--- src/rtl/core/abs_pkg.sv ---
// Shared widths, codes and constants of the ADC block average scaler.
package abs_pkg;

  localparam int SMP_W     = 12;
  localparam int SUM_W     = 19;
  localparam int LEFT_W    = 8;
  localparam int VFS_W     = 16;
  localparam int OFF_W     = 8;
  localparam int CFS_W     = 12;
  localparam int RES_W     = 16;
  localparam int CFG_IDX_W = 2;
  localparam int CFG_DAT_W = 16;

  // Shared serial units.
  localparam int DIV_DVD_W = 28;
  localparam int DIV_DVS_W = 16;
  localparam int MUL_A_W   = 20;
  localparam int MUL_B_W   = 16;

  localparam int AVG_COUNT_DEF = 128;
  localparam int ADC_BITS_DEF  = 12;

  // Divisor that turns millivolts with 8 fractional bits into offset counts.
  localparam logic [DIV_DVS_W-1:0] MV_PER_COUNT_Q = 16'd625;

  localparam logic [VFS_W-1:0] VFS_RESET = 16'd30000;
  localparam logic [OFF_W-1:0] OFF_RESET = 8'd6;
  localparam logic [CFS_W-1:0] CFS_RESET = 12'd999;

  localparam logic [CFG_IDX_W-1:0] REG_VOLT_FS  = 2'd0;
  localparam logic [CFG_IDX_W-1:0] REG_CUR_OFF  = 2'd1;
  localparam logic [CFG_IDX_W-1:0] REG_CUR_FS   = 2'd2;

  localparam logic [1:0] FUNC_LIST0 = 2'd0;
  localparam logic [1:0] FUNC_LIST1 = 2'd1;

  localparam logic [1:0] ERR_NONE = 2'd0;
  localparam logic [1:0] ERR_BUF  = 2'd1;
  localparam logic [1:0] ERR_SRC  = 2'd2;

endpackage

--- src/rtl/core/abs_if.sv ---
// Valid/ready channel interfaces for ADC events and published results.
interface abs_in_if;
  logic                      valid;
  logic                      ready;
  logic [1:0]                func;
  logic                      buffer_ok;
  logic [abs_pkg::SMP_W-1:0] current_sample;
  logic [abs_pkg::SMP_W-1:0] voltage_sample;
  logic                      cv_pin;

  modport source (output valid, func, buffer_ok, current_sample, voltage_sample, cv_pin,
                  input ready);
  modport sink   (input valid, func, buffer_ok, current_sample, voltage_sample, cv_pin,
                  output ready);
endinterface

interface abs_out_if;
  logic                      valid;
  logic                      ready;
  logic [1:0]                error_code;
  logic                      cv_mode;
  logic                      result_new;
  logic [abs_pkg::SMP_W-1:0] avg_voltage_counts;
  logic [abs_pkg::SMP_W-1:0] avg_current_counts;
  logic [abs_pkg::RES_W-1:0] voltage_mv;
  logic [abs_pkg::RES_W-1:0] current_tenth_ma;

  modport source (output valid, error_code, cv_mode, result_new, avg_voltage_counts,
                  avg_current_counts, voltage_mv, current_tenth_ma,
                  input ready);
  modport sink   (input valid, error_code, cv_mode, result_new, avg_voltage_counts,
                  avg_current_counts, voltage_mv, current_tenth_ma,
                  output ready);
endinterface

--- src/rtl/core/abs_div.sv ---
// Bit-serial restoring divider, one quotient bit per cycle.
module abs_div #(
  parameter int DVD_W = abs_pkg::DIV_DVD_W,
  parameter int DVS_W = abs_pkg::DIV_DVS_W
) (
  input  logic             clk,
  input  logic             rst_n,
  input  logic             start,
  input  logic [DVD_W-1:0] dividend,
  input  logic [DVS_W-1:0] divisor,
  output logic [DVD_W-1:0] quotient,
  output logic             done
);

  localparam int CNT_W = $clog2(DVD_W + 1);

  logic [CNT_W-1:0] cnt_r;
  logic             done_r;
  logic [DVD_W-1:0] dvd_r, dvd_nxt;
  logic [DVS_W-1:0] dvs_r;
  logic [DVS_W-1:0] rem_r, rem_nxt;
  logic [DVS_W:0]   trial;
  logic [DVS_W:0]   trial_sub;

  // The dividend shifts out at the top while quotient bits shift in below.
  always_comb begin
    trial     = {rem_r, dvd_r[DVD_W-1]};
    trial_sub = trial - {1'b0, dvs_r};
    if (trial >= {1'b0, dvs_r}) begin
      rem_nxt = trial_sub[DVS_W-1:0];
      dvd_nxt = {dvd_r[DVD_W-2:0], 1'b1};
    end else begin
      rem_nxt = trial[DVS_W-1:0];
      dvd_nxt = {dvd_r[DVD_W-2:0], 1'b0};
    end
  end

  always_ff @(posedge clk) begin
    if (!rst_n) begin
      cnt_r  <= '0;
      done_r <= 1'b0;
    end else begin
      done_r <= (cnt_r == CNT_W'(1));
      if (start) begin
        cnt_r <= CNT_W'(DVD_W);
      end else if (cnt_r != '0) begin
        cnt_r <= cnt_r - CNT_W'(1);
      end
    end
  end

  always_ff @(posedge clk) begin
    if (start) begin
      dvd_r <= dividend;
      dvs_r <= divisor;
      rem_r <= '0;
    end else if (cnt_r != '0) begin
      dvd_r <= dvd_nxt;
      rem_r <= rem_nxt;
    end
  end

  assign quotient = dvd_r;
  assign done     = done_r;

endmodule

--- src/rtl/core/abs_mul.sv ---
// Bit-serial shift-and-add multiplier, one multiplier bit per cycle.
module abs_mul #(
  parameter int A_W = abs_pkg::MUL_A_W,
  parameter int B_W = abs_pkg::MUL_B_W
) (
  input  logic             clk,
  input  logic             rst_n,
  input  logic             start,
  input  logic [A_W-1:0]   mcand,
  input  logic [B_W-1:0]   mplier,
  output logic [A_W+B_W-1:0] product,
  output logic             done
);

  localparam int CNT_W = $clog2(B_W + 1);

  logic [CNT_W-1:0]   cnt_r;
  logic               done_r;
  logic [A_W-1:0]     a_r;
  logic [A_W+B_W-1:0] p_r;
  logic [A_W:0]       part;

  // The upper half accumulates while the multiplier drains out at the bottom.
  assign part = {1'b0, p_r[A_W+B_W-1:B_W]} + (p_r[0] ? {1'b0, a_r} : '0);

  always_ff @(posedge clk) begin
    if (!rst_n) begin
      cnt_r  <= '0;
      done_r <= 1'b0;
    end else begin
      done_r <= (cnt_r == CNT_W'(1));
      if (start) begin
        cnt_r <= CNT_W'(B_W);
      end else if (cnt_r != '0) begin
        cnt_r <= cnt_r - CNT_W'(1);
      end
    end
  end

  always_ff @(posedge clk) begin
    if (start) begin
      a_r <= mcand;
      p_r <= {{A_W{1'b0}}, mplier};
    end else if (cnt_r != '0) begin
      p_r <= {part, p_r[B_W-1:1]};
    end
  end

  assign product = p_r;
  assign done    = done_r;

endmodule

--- src/rtl/core/adc_block_average_scaler.sv ---
// Top level of the ADC block average scaler: event handling, sequencer and result register.
// An event that does not publish is accepted in S_IDLE, and S_OUT loads its result into the
// result register once it is empty or draining; the next event is then accepted in S_IDLE.
// A publishing event runs the serial datapath: five 28-step divisions and two 16-step
// multiplications, or four and one when the current clamps at zero, before S_OUT.
// Synchronous active-low reset restores the register defaults, clears sums, countdown,
// held results and error state, and empties the result register.
module adc_block_average_scaler #(
  parameter int AVG_COUNT = abs_pkg::AVG_COUNT_DEF,
  parameter int ADC_BITS  = abs_pkg::ADC_BITS_DEF
) (
  input  logic                          clk,
  input  logic                          rst_n,
  abs_in_if.sink                        in_ch,
  abs_out_if.source                     out_ch,
  input  logic                          cfg_we,
  input  logic [abs_pkg::CFG_IDX_W-1:0] cfg_index,
  input  logic [abs_pkg::CFG_DAT_W-1:0] cfg_data
);

  localparam int SMP_W  = abs_pkg::SMP_W;
  localparam int SUM_W  = abs_pkg::SUM_W;
  localparam int LEFT_W = abs_pkg::LEFT_W;
  localparam int RES_W  = abs_pkg::RES_W;
  localparam int DVD_W  = abs_pkg::DIV_DVD_W;
  localparam int DVS_W  = abs_pkg::DIV_DVS_W;
  localparam int A_W    = abs_pkg::MUL_A_W;
  localparam int B_W    = abs_pkg::MUL_B_W;

  // Full-scale code of the converter and the block length as divisors.
  localparam logic [DVS_W-1:0]  FULL_SCALE = DVS_W'((1 << ADC_BITS) - 1);
  localparam logic [DVS_W-1:0]  AVG_DVS    = DVS_W'(AVG_COUNT);
  localparam logic [LEFT_W-1:0] AVG_LOAD   = LEFT_W'(AVG_COUNT);

  typedef enum logic [3:0] {
    S_IDLE,
    S_DIV_C,     // sum of current samples / block length
    S_DIV_V,     // sum of voltage samples / block length
    S_MUL_V,     // average voltage * voltage full scale
    S_DIV_MV,    // ... / converter full scale gives millivolts
    S_DIV_OFF,   // millivolts * 256 / 625 gives the voltage-dependent offset
    S_MUL_C,     // corrected current * current full scale * 10
    S_DIV_CUR,   // ... / (converter full scale * 256) gives tenths of mA
    S_OUT
  } state_t;

  state_t state_r, state_nxt;
  logic   launch_r, launch_nxt;
  logic   out_valid_r, out_valid_nxt;

  logic [abs_pkg::VFS_W-1:0] vfs_r, vfs_nxt;
  logic [abs_pkg::OFF_W-1:0] off_r, off_nxt;
  logic [abs_pkg::CFS_W-1:0] cfs_r, cfs_nxt;

  logic [SUM_W-1:0]  sum_c_r, sum_c_nxt;
  logic [SUM_W-1:0]  sum_v_r, sum_v_nxt;
  logic [LEFT_W-1:0] left_r, left_nxt;
  logic [1:0]        err_r, err_nxt;
  logic              mode_r, mode_nxt;
  logic              fresh_r, fresh_nxt;
  logic [SMP_W-1:0]  havg_v_r, havg_v_nxt;
  logic [SMP_W-1:0]  havg_c_r, havg_c_nxt;
  logic [RES_W-1:0]  hmv_r, hmv_nxt;
  logic [RES_W-1:0]  hcur_r, hcur_nxt;
  logic [A_W-1:0]    diff_r, diff_nxt;

  logic [1:0]        o_err_r;
  logic              o_mode_r;
  logic              o_fresh_r;
  logic [SMP_W-1:0]  o_avg_v_r;
  logic [SMP_W-1:0]  o_avg_c_r;
  logic [RES_W-1:0]  o_mv_r;
  logic [RES_W-1:0]  o_cur_r;
  logic              out_load;

  logic             in_xfer;
  logic             div_start, div_done;
  logic [DVD_W-1:0] div_dvd, div_q;
  logic [DVS_W-1:0] div_dvs;
  logic             mul_start, mul_done;
  logic [A_W-1:0]   mul_a;
  logic [B_W-1:0]   mul_b;
  logic [A_W+B_W-1:0] mul_p;
  logic [RES_W-1:0] div_q_sat;
  logic [16:0]      off_q8;
  logic [A_W-1:0]   cur_q8;
  logic [B_W-1:0]   cfs_x10;

  assign in_ch.ready = (state_r == S_IDLE);
  assign in_xfer     = in_ch.valid && in_ch.ready;

  // Operand selection for the shared divider and multiplier follows the sequencer state.
  always_comb begin
    case (state_r)
      S_DIV_C:   begin div_dvd = DVD_W'(sum_c_r);       div_dvs = AVG_DVS;        end
      S_DIV_V:   begin div_dvd = DVD_W'(sum_v_r);       div_dvs = AVG_DVS;        end
      S_DIV_MV:  begin div_dvd = mul_p[DVD_W-1:0];      div_dvs = FULL_SCALE;     end
      S_DIV_OFF: begin div_dvd = DVD_W'({hmv_r, 8'h00}); div_dvs = abs_pkg::MV_PER_COUNT_Q; end
      S_DIV_CUR: begin div_dvd = mul_p[A_W+B_W-1:8];    div_dvs = FULL_SCALE;     end
      default:   begin div_dvd = DVD_W'(sum_c_r);       div_dvs = AVG_DVS;        end
    endcase
  end

  // Ten times the current full scale, built from two shifts.
  assign cfs_x10 = B_W'({cfs_r, 3'b000}) + B_W'({cfs_r, 1'b0});

  always_comb begin
    if (state_r == S_MUL_C) begin
      mul_a = diff_r;
      mul_b = cfs_x10;
    end else begin
      mul_a = A_W'(havg_v_r);
      mul_b = vfs_r;
    end
  end

  assign div_start = launch_r && (state_r == S_DIV_C || state_r == S_DIV_V ||
                                  state_r == S_DIV_MV || state_r == S_DIV_OFF ||
                                  state_r == S_DIV_CUR);
  assign mul_start = launch_r && (state_r == S_MUL_V || state_r == S_MUL_C);

  // Scaled results saturate at the top of the 16-bit range.
  assign div_q_sat = (div_q[DVD_W-1:RES_W] != '0) ? {RES_W{1'b1}} : div_q[RES_W-1:0];

  // The offset keeps 8 fractional bits: fixed counts plus the voltage-dependent part.
  assign off_q8 = {1'b0, off_r, 8'h00} + {2'b00, div_q[14:0]};
  assign cur_q8 = {havg_c_r, 8'h00};

  abs_div #(
    .DVD_W (DVD_W),
    .DVS_W (DVS_W)
  ) u_div (
    .clk      (clk),
    .rst_n    (rst_n),
    .start    (div_start),
    .dividend (div_dvd),
    .divisor  (div_dvs),
    .quotient (div_q),
    .done     (div_done)
  );

  abs_mul #(
    .A_W (A_W),
    .B_W (B_W)
  ) u_mul (
    .clk     (clk),
    .rst_n   (rst_n),
    .start   (mul_start),
    .mcand   (mul_a),
    .mplier  (mul_b),
    .product (mul_p),
    .done    (mul_done)
  );

  always_comb begin
    state_nxt     = state_r;
    launch_nxt    = 1'b0;
    out_valid_nxt = out_valid_r;
    out_load      = 1'b0;
    vfs_nxt       = vfs_r;
    off_nxt       = off_r;
    cfs_nxt       = cfs_r;
    sum_c_nxt     = sum_c_r;
    sum_v_nxt     = sum_v_r;
    left_nxt      = left_r;
    err_nxt       = err_r;
    mode_nxt      = mode_r;
    fresh_nxt     = fresh_r;
    havg_v_nxt    = havg_v_r;
    havg_c_nxt    = havg_c_r;
    hmv_nxt       = hmv_r;
    hcur_nxt      = hcur_r;
    diff_nxt      = diff_r;

    // Configuration writes land at any time; an index past the list is ignored.
    if (cfg_we) begin
      case (cfg_index)
        abs_pkg::REG_VOLT_FS: vfs_nxt = cfg_data;
        abs_pkg::REG_CUR_OFF: off_nxt = cfg_data[abs_pkg::OFF_W-1:0];
        abs_pkg::REG_CUR_FS:  cfs_nxt = cfg_data[abs_pkg::CFS_W-1:0];
        default: ;
      endcase
    end

    // The result register drains on an output transfer.
    if (out_valid_r && out_ch.ready) begin
      out_valid_nxt = 1'b0;
    end

    case (state_r)
      S_IDLE: begin
        if (in_xfer) begin
          mode_nxt  = !in_ch.cv_pin;
          fresh_nxt = 1'b0;
          state_nxt = S_OUT;
          case (in_ch.func)
            abs_pkg::FUNC_LIST0: begin
              if (in_ch.buffer_ok) begin
                err_nxt = abs_pkg::ERR_NONE;
                if (left_r != '0) begin
                  left_nxt  = left_r - LEFT_W'(1);
                  sum_c_nxt = sum_c_r + SUM_W'(in_ch.current_sample);
                  sum_v_nxt = sum_v_r + SUM_W'(in_ch.voltage_sample);
                end else begin
                  // Countdown expired: this event's samples are dropped and the
                  // block is published.
                  left_nxt   = AVG_LOAD;
                  fresh_nxt  = 1'b1;
                  state_nxt  = S_DIV_C;
                  launch_nxt = 1'b1;
                end
              end else begin
                err_nxt = abs_pkg::ERR_BUF;
              end
            end
            abs_pkg::FUNC_LIST1: ;
            default: err_nxt = abs_pkg::ERR_SRC;
          endcase
        end
      end
      S_DIV_C: begin
        if (div_done && !launch_r) begin
          havg_c_nxt = div_q[SMP_W-1:0];
          sum_c_nxt  = '0;
          state_nxt  = S_DIV_V;
          launch_nxt = 1'b1;
        end
      end
      S_DIV_V: begin
        if (div_done && !launch_r) begin
          havg_v_nxt = div_q[SMP_W-1:0];
          sum_v_nxt  = '0;
          state_nxt  = S_MUL_V;
          launch_nxt = 1'b1;
        end
      end
      S_MUL_V: begin
        if (mul_done && !launch_r) begin
          state_nxt  = S_DIV_MV;
          launch_nxt = 1'b1;
        end
      end
      S_DIV_MV: begin
        if (div_done && !launch_r) begin
          hmv_nxt    = div_q_sat;
          state_nxt  = S_DIV_OFF;
          launch_nxt = 1'b1;
        end
      end
      S_DIV_OFF: begin
        if (div_done && !launch_r) begin
          if (cur_q8 > A_W'(off_q8)) begin
            diff_nxt   = cur_q8 - A_W'(off_q8);
            state_nxt  = S_MUL_C;
            launch_nxt = 1'b1;
          end else begin
            // The offset covers the whole reading: current clamps at zero.
            hcur_nxt  = '0;
            state_nxt = S_OUT;
          end
        end
      end
      S_MUL_C: begin
        if (mul_done && !launch_r) begin
          state_nxt  = S_DIV_CUR;
          launch_nxt = 1'b1;
        end
      end
      S_DIV_CUR: begin
        if (div_done && !launch_r) begin
          hcur_nxt  = div_q_sat;
          state_nxt = S_OUT;
        end
      end
      S_OUT: begin
        if (!out_valid_r || out_ch.ready) begin
          out_load      = 1'b1;
          out_valid_nxt = 1'b1;
          state_nxt     = S_IDLE;
        end
      end
      default: state_nxt = S_IDLE;
    endcase
  end

  always_ff @(posedge clk) begin
    if (!rst_n) begin
      state_r     <= S_IDLE;
      launch_r    <= 1'b0;
      out_valid_r <= 1'b0;
      vfs_r       <= abs_pkg::VFS_RESET;
      off_r       <= abs_pkg::OFF_RESET;
      cfs_r       <= abs_pkg::CFS_RESET;
      sum_c_r     <= '0;
      sum_v_r     <= '0;
      left_r      <= '0;
      err_r       <= abs_pkg::ERR_NONE;
      mode_r      <= 1'b0;
      fresh_r     <= 1'b0;
      havg_v_r    <= '0;
      havg_c_r    <= '0;
      hmv_r       <= '0;
      hcur_r      <= '0;
    end else begin
      state_r     <= state_nxt;
      launch_r    <= launch_nxt;
      out_valid_r <= out_valid_nxt;
      vfs_r       <= vfs_nxt;
      off_r       <= off_nxt;
      cfs_r       <= cfs_nxt;
      sum_c_r     <= sum_c_nxt;
      sum_v_r     <= sum_v_nxt;
      left_r      <= left_nxt;
      err_r       <= err_nxt;
      mode_r      <= mode_nxt;
      fresh_r     <= fresh_nxt;
      havg_v_r    <= havg_v_nxt;
      havg_c_r    <= havg_c_nxt;
      hmv_r       <= hmv_nxt;
      hcur_r      <= hcur_nxt;
    end
  end

  // Datapath and result payload registers carry no reset.
  always_ff @(posedge clk) begin
    diff_r <= diff_nxt;
    if (out_load) begin
      o_err_r   <= err_r;
      o_mode_r  <= mode_r;
      o_fresh_r <= fresh_r;
      o_avg_v_r <= havg_v_r;
      o_avg_c_r <= havg_c_r;
      o_mv_r    <= hmv_r;
      o_cur_r   <= hcur_r;
    end
  end

  assign out_ch.valid              = out_valid_r;
  assign out_ch.error_code         = o_err_r;
  assign out_ch.cv_mode            = o_mode_r;
  assign out_ch.result_new         = o_fresh_r;
  assign out_ch.avg_voltage_counts = o_avg_v_r;
  assign out_ch.avg_current_counts = o_avg_c_r;
  assign out_ch.voltage_mv         = o_mv_r;
  assign out_ch.current_tenth_ma   = o_cur_r;

endmodule

--- src/flat_wrapper.sv ---
// flat-port wrapper written by rule: the top's interface ports become plain ports
module adc_block_average_scaler_flat 
#(
  parameter int AVG_COUNT = abs_pkg::AVG_COUNT_DEF,
  parameter int ADC_BITS  = abs_pkg::ADC_BITS_DEF
)
  (clk, rst_n, cfg_we, cfg_index, cfg_data, in_ch_valid, in_ch_func, in_ch_buffer_ok, in_ch_current_sample, in_ch_voltage_sample, in_ch_cv_pin, in_ch_ready, out_ch_valid, out_ch_error_code, out_ch_cv_mode, out_ch_result_new, out_ch_avg_voltage_counts, out_ch_avg_current_counts, out_ch_voltage_mv, out_ch_current_tenth_ma, out_ch_ready);
  abs_in_if in_ch_i ();
  abs_out_if out_ch_i ();
  input  logic clk;
  input  logic rst_n;
  input  logic cfg_we;
  input  logic [abs_pkg::CFG_IDX_W-1:0] cfg_index;
  input  logic [abs_pkg::CFG_DAT_W-1:0] cfg_data;
  input wire logic [$bits(in_ch_i.valid)-1:0] in_ch_valid;
  input wire logic [$bits(in_ch_i.func)-1:0] in_ch_func;
  input wire logic [$bits(in_ch_i.buffer_ok)-1:0] in_ch_buffer_ok;
  input wire logic [$bits(in_ch_i.current_sample)-1:0] in_ch_current_sample;
  input wire logic [$bits(in_ch_i.voltage_sample)-1:0] in_ch_voltage_sample;
  input wire logic [$bits(in_ch_i.cv_pin)-1:0] in_ch_cv_pin;
  output wire logic [$bits(in_ch_i.ready)-1:0] in_ch_ready;
  output wire logic [$bits(out_ch_i.valid)-1:0] out_ch_valid;
  output wire logic [$bits(out_ch_i.error_code)-1:0] out_ch_error_code;
  output wire logic [$bits(out_ch_i.cv_mode)-1:0] out_ch_cv_mode;
  output wire logic [$bits(out_ch_i.result_new)-1:0] out_ch_result_new;
  output wire logic [$bits(out_ch_i.avg_voltage_counts)-1:0] out_ch_avg_voltage_counts;
  output wire logic [$bits(out_ch_i.avg_current_counts)-1:0] out_ch_avg_current_counts;
  output wire logic [$bits(out_ch_i.voltage_mv)-1:0] out_ch_voltage_mv;
  output wire logic [$bits(out_ch_i.current_tenth_ma)-1:0] out_ch_current_tenth_ma;
  input wire logic [$bits(out_ch_i.ready)-1:0] out_ch_ready;
  assign in_ch_i.valid = in_ch_valid;
  assign in_ch_i.func = in_ch_func;
  assign in_ch_i.buffer_ok = in_ch_buffer_ok;
  assign in_ch_i.current_sample = in_ch_current_sample;
  assign in_ch_i.voltage_sample = in_ch_voltage_sample;
  assign in_ch_i.cv_pin = in_ch_cv_pin;
  assign in_ch_ready = in_ch_i.ready;
  assign out_ch_valid = out_ch_i.valid;
  assign out_ch_error_code = out_ch_i.error_code;
  assign out_ch_cv_mode = out_ch_i.cv_mode;
  assign out_ch_result_new = out_ch_i.result_new;
  assign out_ch_avg_voltage_counts = out_ch_i.avg_voltage_counts;
  assign out_ch_avg_current_counts = out_ch_i.avg_current_counts;
  assign out_ch_voltage_mv = out_ch_i.voltage_mv;
  assign out_ch_current_tenth_ma = out_ch_i.current_tenth_ma;
  assign out_ch_i.ready = out_ch_ready;
  adc_block_average_scaler #(.AVG_COUNT(AVG_COUNT), .ADC_BITS(ADC_BITS)) u_core (.clk(clk), .rst_n(rst_n), .in_ch(in_ch_i), .out_ch(out_ch_i), .cfg_we(cfg_we), .cfg_index(cfg_index), .cfg_data(cfg_data));
endmodule
--- config.mk ---
export PLATFORM = sky130hd
export DESIGN_NAME = adc_block_average_scaler_flat
export DESIGN_NICKNAME = d
export VERILOG_FILES = /design/src/rtl/core/abs_pkg.sv /design/src/rtl/core/abs_if.sv /design/src/rtl/core/abs_div.sv /design/src/rtl/core/abs_mul.sv /design/src/rtl/core/adc_block_average_scaler.sv /design/src/flat_wrapper.sv
export SDC_FILE = /design/constraint.sdc
export NUM_CORES = 1
export LEC_CHECK = 0
export ABC_AREA = 1
export BUFFER_PORTS_ARGS = -buffer_cell sky130_fd_sc_hd__clkbuf_2
export CAP_MARGIN = 10
export CORE_MARGIN = 2
export CORE_UTILIZATION = 56
export CTS_CLUSTER_DIAMETER = 60
export DETAILED_ROUTE_END_ITERATION = 8
export GPL_TIMING_DRIVEN = 0
export PLACE_DENSITY = 0.75
export SETUP_SLACK_MARGIN = 0.2
export SLEW_MARGIN = 5
export SYNTH_ARGS = -nofsm -noshare
export SYNTH_HDL_FRONTEND = slang
export SYNTH_HIERARCHICAL = 1
export SYNTH_SLANG_ARGS = --single-unit
--- constraint.sdc ---
create_clock -name clk -period 3.6 [get_ports clk]
set_input_delay 0.18 -clock clk [delete_from_list [all_inputs] [get_ports clk]]
set_output_delay 0.18 -clock clk [all_outputs]
set_load 0.05 [all_outputs]
**After elaboration in Yosys (flattened, before gate mapping)**

Cells that the tools add are included.

- Equality and inequality tests: 26
- $lt $le $gt $ge: 2
- Mux-type cells: 62
- Reduce and logical (&&, ||, !) cells: 46
- Add/sub/neg operators: 10
- Bitwise logic cells: 2

Operators by type and width:

| operator | number |
|---|---|
| $mux 19 | 9 |
| $mux 16 | 8 |
| $pmux 28 s4 | 1 |
| $pmux 19 s2 | 2 |
| $mux 28 | 2 |
| $mux 4 | 13 |
| $add 19x12->19 | 2 |
| $pmux 4 s9 | 1 |
| $pmux 16 s2 | 1 |
| $ne 2x2->1 const B | 12 |
| $pmux 12 s2 | 1 |
| $add 20x20->21 | 1 |
| $gt 20x17->1 | 1 |
| $mux 20 | 1 |
| $mux 5 | 4 |
| $sub 20x17->20 | 1 |
| $add 16x15->17 | 1 |
| $ge 17x16->1 | 1 |
| $add 15x13->16 | 1 |
| $eq 4x3->1 const B | 4 |
| $sub 16x16->16 | 1 |
| $mux 1 | 15 |
| $reduce_and 2->1 | 7 |
| $mux 12 | 1 |
| other kinds (28) | 57 |

- Logic and storage cells: 185
- Input port bits: 51
- Register bits after elaboration: 356
- Output and inout bits: 62

**Depth between registers and ports, before layout**

- Word-level depth: 7
- Gate-level depth with buffers: 20
- Mapped depth without buffers: 20

**Modules after synthesis**

Netlist, hierarchy kept.

By module, submodules not included:

| module | seq. area each (sq um) | instances | cells each | area each (sq um) |
|---|---|---|---|---|
| adc_block_average_scaler | 5,365.1 | 1 | 1,590 | 12,275.5 |
| abs_div | 1,761.7 | 1 | 488 | 3,854.9 |
| abs_mul | 1,601.5 | 1 | 492 | 3,703.6 |

**Worst setup path before layout**

OpenSTA, ideal clock, no wires.

- Path type: reg2reg
- Start: reg u_core.state_r[0]
- End: reg u_core.o_avg_c_r[0] (netlist: u_core/out_ch.avg_current_counts[0]), enable pin
- Period minus slack after synthesis: 3,652 ps
- Data arrival time: 3,174 ps
- Cell stages (with the launch flop): 6
- Slack: -52 ps
- Library setup time: 479 ps
- Data required time: 3,121 ps
- Path buffers: 0
- Cells stage by stage: dfxtp_1 inv_2 nand2_4 nor2_1 inv_1 nor2_1

- Longest elaborated chain between the ends: 2

Ends and longest elaborated chain:

| what | line | RTL |
|---|---|---|
| from (decl) | adc_block_average_scaler.sv:47 | `state_t state_r, state_nxt;` |
| from (signal assigned) | adc_block_average_scaler.sv:305 | `state_r <= state_nxt;` |
| $eq 4x4->1 | adc_block_average_scaler.sv:190 | `case (state_r)` |
| $mux 1 | adc_block_average_scaler.sv:190 |  |
| net u_core.out_load | adc_block_average_scaler.sv:74 | `logic out_load;` |
| to (signal assigned) | adc_block_average_scaler.sv:332 | `o_avg_c_r <= havg_c_r;` |
| to (decl) | adc_block_average_scaler.sv:71 | `logic [SMP_W-1:0] o_avg_c_r;` |

The timed path passes the listed nets, and every way through them passes these cells.
A chain may end at the register's enable or synchronous reset.

**Final worst setup path**

- Start: reg u_core.u_div.dvd_r[8] (netlist: u_core/u_div/quotient[8])
- End: reg u_core.diff_r[10], enable pin

- Longest elaborated chain between the ends: 3

Ends and longest elaborated chain:

| what | line | RTL |
|---|---|---|
| from (decl) | abs_div.sv:19 | `logic [DVD_W-1:0] dvd_r, dvd_nxt;` |
| from (signal assigned) | abs_div.sv:54 | `dvd_r <= dividend;` |
| from (signal assigned) | abs_div.sv:58 | `dvd_r <= dvd_nxt;` |
| $add 16x15->17 | adc_block_average_scaler.sv:126 | `assign off_q8 = {1'b0, off_r, 8'h00} + {2'b00, div_q[14:0]};` |
| $gt 20x17->1 | adc_block_average_scaler.sv:252 | `if (cur_q8 > A_W'(off_q8)) begin` |
| $reduce_and 3->1 (no line) | n/a |  |
| to (signal assigned) | adc_block_average_scaler.sv:326 | `diff_r <= diff_nxt;` |
| to (decl) | adc_block_average_scaler.sv:65 | `logic [A_W-1:0] diff_r, diff_nxt;` |

No other way between the ends.

==> metrics.txt <==
post-synth cell types=51; FMAX=0.287 GHz; Max Slew Vio Count=0; Min-Delay Path Class=input pin to register; switch share=38.5%; row count=68; power share of the combinational group=33.6%; WP data arrival=3810 ps; worst slack, placed=-556 ps; Synth area leader=edfxtp_1; diodes inserted=0; top post-synthesis cells by count=nand2_1 (738), inv_1 (304), nor2_1 (197); setup tns final=0 ps; RePlAce Congestion=0.944; first-pass GRT wire length=87,600 um; CP endpoint kind=register; Psw=0.00571 W; Placeable Area=34,700 sq um; CTS Buf Count=41; clock sinks=356; syn avg cell area=7.72 sq um; clock skew=10.7 ps; Final Util=65.6%; total of max-cap violations=0; die area=36,900 sq um; GR Overflow Total=0; Root Buffer=clkbuf_16; Post-Syn Area=19,800 sq um; Tot GR Track Use=30.7%; Clock Latency Late Sink=560 ps; vias in the first global route=16.6k; CTS tree=yes; peak supply drop=0.000375 V; Chip Height=192 um; CP peak stage delay=500 ps; internal power=0.00911 W; period utilization=96.7%; P_leak=10.6 nW; Pwr Density=650 nW/um^2; Seq pwr share=39.8%; ys async rst share=0%; detailed placement HPWL=42,800 um; share of post-route cells with drive strength above 1=12.0%; synth top area cells=edfxtp_1 (24%), dfxtp_1 (20%), nand2_1 (14%); Synth top area share=24.2%; yosys warns=6; Tmin final=3480 ps; Pwr Total=0.0148 W; port bufs=112; crit path kind=register to register; CTS max path bufs=3; Detail Route Antenna Nets=0; Cells after Synth=2,570; final setup margin=120 ps; actual slew at the worst max-slew pin=699 ps; Final Hold Fails=0; largest net degree at the start of global routing=31; hold_ws=13.0 ps; worst-path maximum fanout=5; Slowest-stage cell, CP=edfxtp_1; clock slew at reported path FFs=60 ps; starting density of the core=57.1%; Crit path required time=3930 ps; Post-Route WL=56,700 um; vias per inst=5.52; DR WL/cell=17.4 um; initial antenna violation count=1; RSZ-0062 raised after global routing=true; Layout area overhead=14.9%; startpoint types=register; Setup Viol. Count Final=0; 1st-pass router iterations=6; IO Pins=113; Synth Register Bits=356; run status=finished clean; 1st-iter DRT viols=1,629; NumNets Final=2,921; most common cell in the netlist=nand2_1; sequential area share after synthesis=44.0%; cells along the critical path=ha_2 > fa_2 > a21oi_2 > o21bai_1 > a21oi_1 > o21bai_1 > xor2_1 > ha_1 > nand2_2 > inv_1 > nand2_1 > nand2_1 > a21oi_2 > nand2_4 > nand4_1 > buf_6 > clkinvlp_4 > clkbuf_16; Top FF cell, synth=dfxtp_1; Vias=18.0k; H-tree depth=2; DRC Markers=0; Clock power frac=26.7%; Rel. slew slack=53.3%; number of enable flip-flop cells after synthesis=160; Die X=192 um
cell usage in the layout (no fill, tap or decap), types with 17 or more instances in the layout:
master / n
inv_1: 301
inv_2: 18
nand3b_1: 21
clkbuf_2: 113
ha_1: 91
nor2_2: 20
nor2_1: 192
xor2_1: 39
edfxtp_1: 160
nand3_1: 143
nand2_1: 735
o21ai_0: 158
xnor2_1: 22
nor3_1: 23
clkbuf_16: 42
dfxtp_1: 196
nand2_2: 18
dlygate4sd3_1: 20
nand4_1: 33
clkbuf_1: 56
a21oi_1: 180
buf_2: 17
worst max-delay path: cells and delay by family, from the launching register on:
| family | cells | cell delay (ps) |
|---|---|---|
| AOI/OAI and AO/OA | 5 | 670 |
| xor gates and xnor gates | 1 | 170 |
| adders and majority gates | 3 | 930 |
| buffers and inverters | 4 | 480 |
| DFF | 1 | 500 |
| and+or+nand+nor | 5 | 500 |
metal layers:
metal | GRT usage [%] | part of all wire (%) | vias to the layer above
li1 | - | - | 8833
met1 | 41.4 | 43 | 8349
met2 | 48.9 | 46 | 666
met3 | 5.43 | 7.4 | 127
met4 | 12.7 | 4.3 | 2
met5 | 0 | 0.016 | -
power groups by stage:
stage                     clock network (W)  logic [W]  registers [W]
final                               0.00395    0.00497        0.00590
after global routing                0.00418    0.00552        0.00593
after CTS                           0.00401    0.00477        0.00588
after detailed placement                  0    0.00459        0.00599
after global placement                    0    0.00441        0.00599
after floorplan                           0    0.00327        0.00585
repair_timing:
action,CTS,global route
gates resized for setup,17,13
buffers inserted,11,6
setup endpoints to repair,42,63
hold endpoints to repair,37,0
hold buffers,20,0
pin swaps,5,6
cloned,1,1
sequential cells by signal, indices dropped and copies added (netlist names), 8 cells and up:
signal and flops:
u_core/u_mul/product 36, u_core/u_div/quotient 28, u_core/diff_r 20, u_core/u_mul/a_r 20
u_core/sum_c_r 19, u_core/sum_v_r 19, u_core/hcur_r 16, u_core/hmv_r 16
u_core/out_ch.current_tenth_ma 16, u_core/out_ch.voltage_mv 16, u_core/u_div/dvs_r 16, u_core/u_div/rem_r 16
u_core/vfs_r 16, u_core/cfs_r 12, u_core/havg_c_r 12, u_core/havg_v_r 12
u_core/out_ch.avg_current_counts 12, u_core/out_ch.avg_voltage_counts 12, u_core/left_r 8, u_core/off_r 8
area by class of cell:
class	count	area (sq um)
fill	2943	11900
tap	455	569
clock buffer	53	1080
sequential	356	8730
timing repair buffer	154	1010
clock inverter	20	166
multi-input combinational	1818	9630
inverter	323	1220
timing repair inverter	1	7.51
buffer	76	372
cells by family after synthesis:
kind of cell / synth area share [%]
simple gates: 27.6
fa+ha+maj: 6.47
xor+xnor: 2.69
flops: 44.0
other cells: 0.0189
buf+inv: 7.99
compound gates: 11.3
metrics by stage:
step                      std cells  cell area [sq um]
after floorplan                2573              19800
after detailed placement       3144              21100
after global routing           3256              22800
after CTS                      3249              22700
after global placement         3140              21000
final                          3256              22800
worst paths after layout:
check                           start               endpoint  slack [ps]  cells past startpoint
max          u_core/u_div/quotient[8]      u_core/diff_r[10]         120                     18
min                      cfg_index[1]        u_core/vfs_r[2]          10                      4
max reg2reg  u_core/u_div/quotient[8]      u_core/diff_r[10]         120                     18
min reg2reg             u_core/mode_r  u_core/out_ch.cv_mode         430                      0
Power figures use the tool's default switching activity.
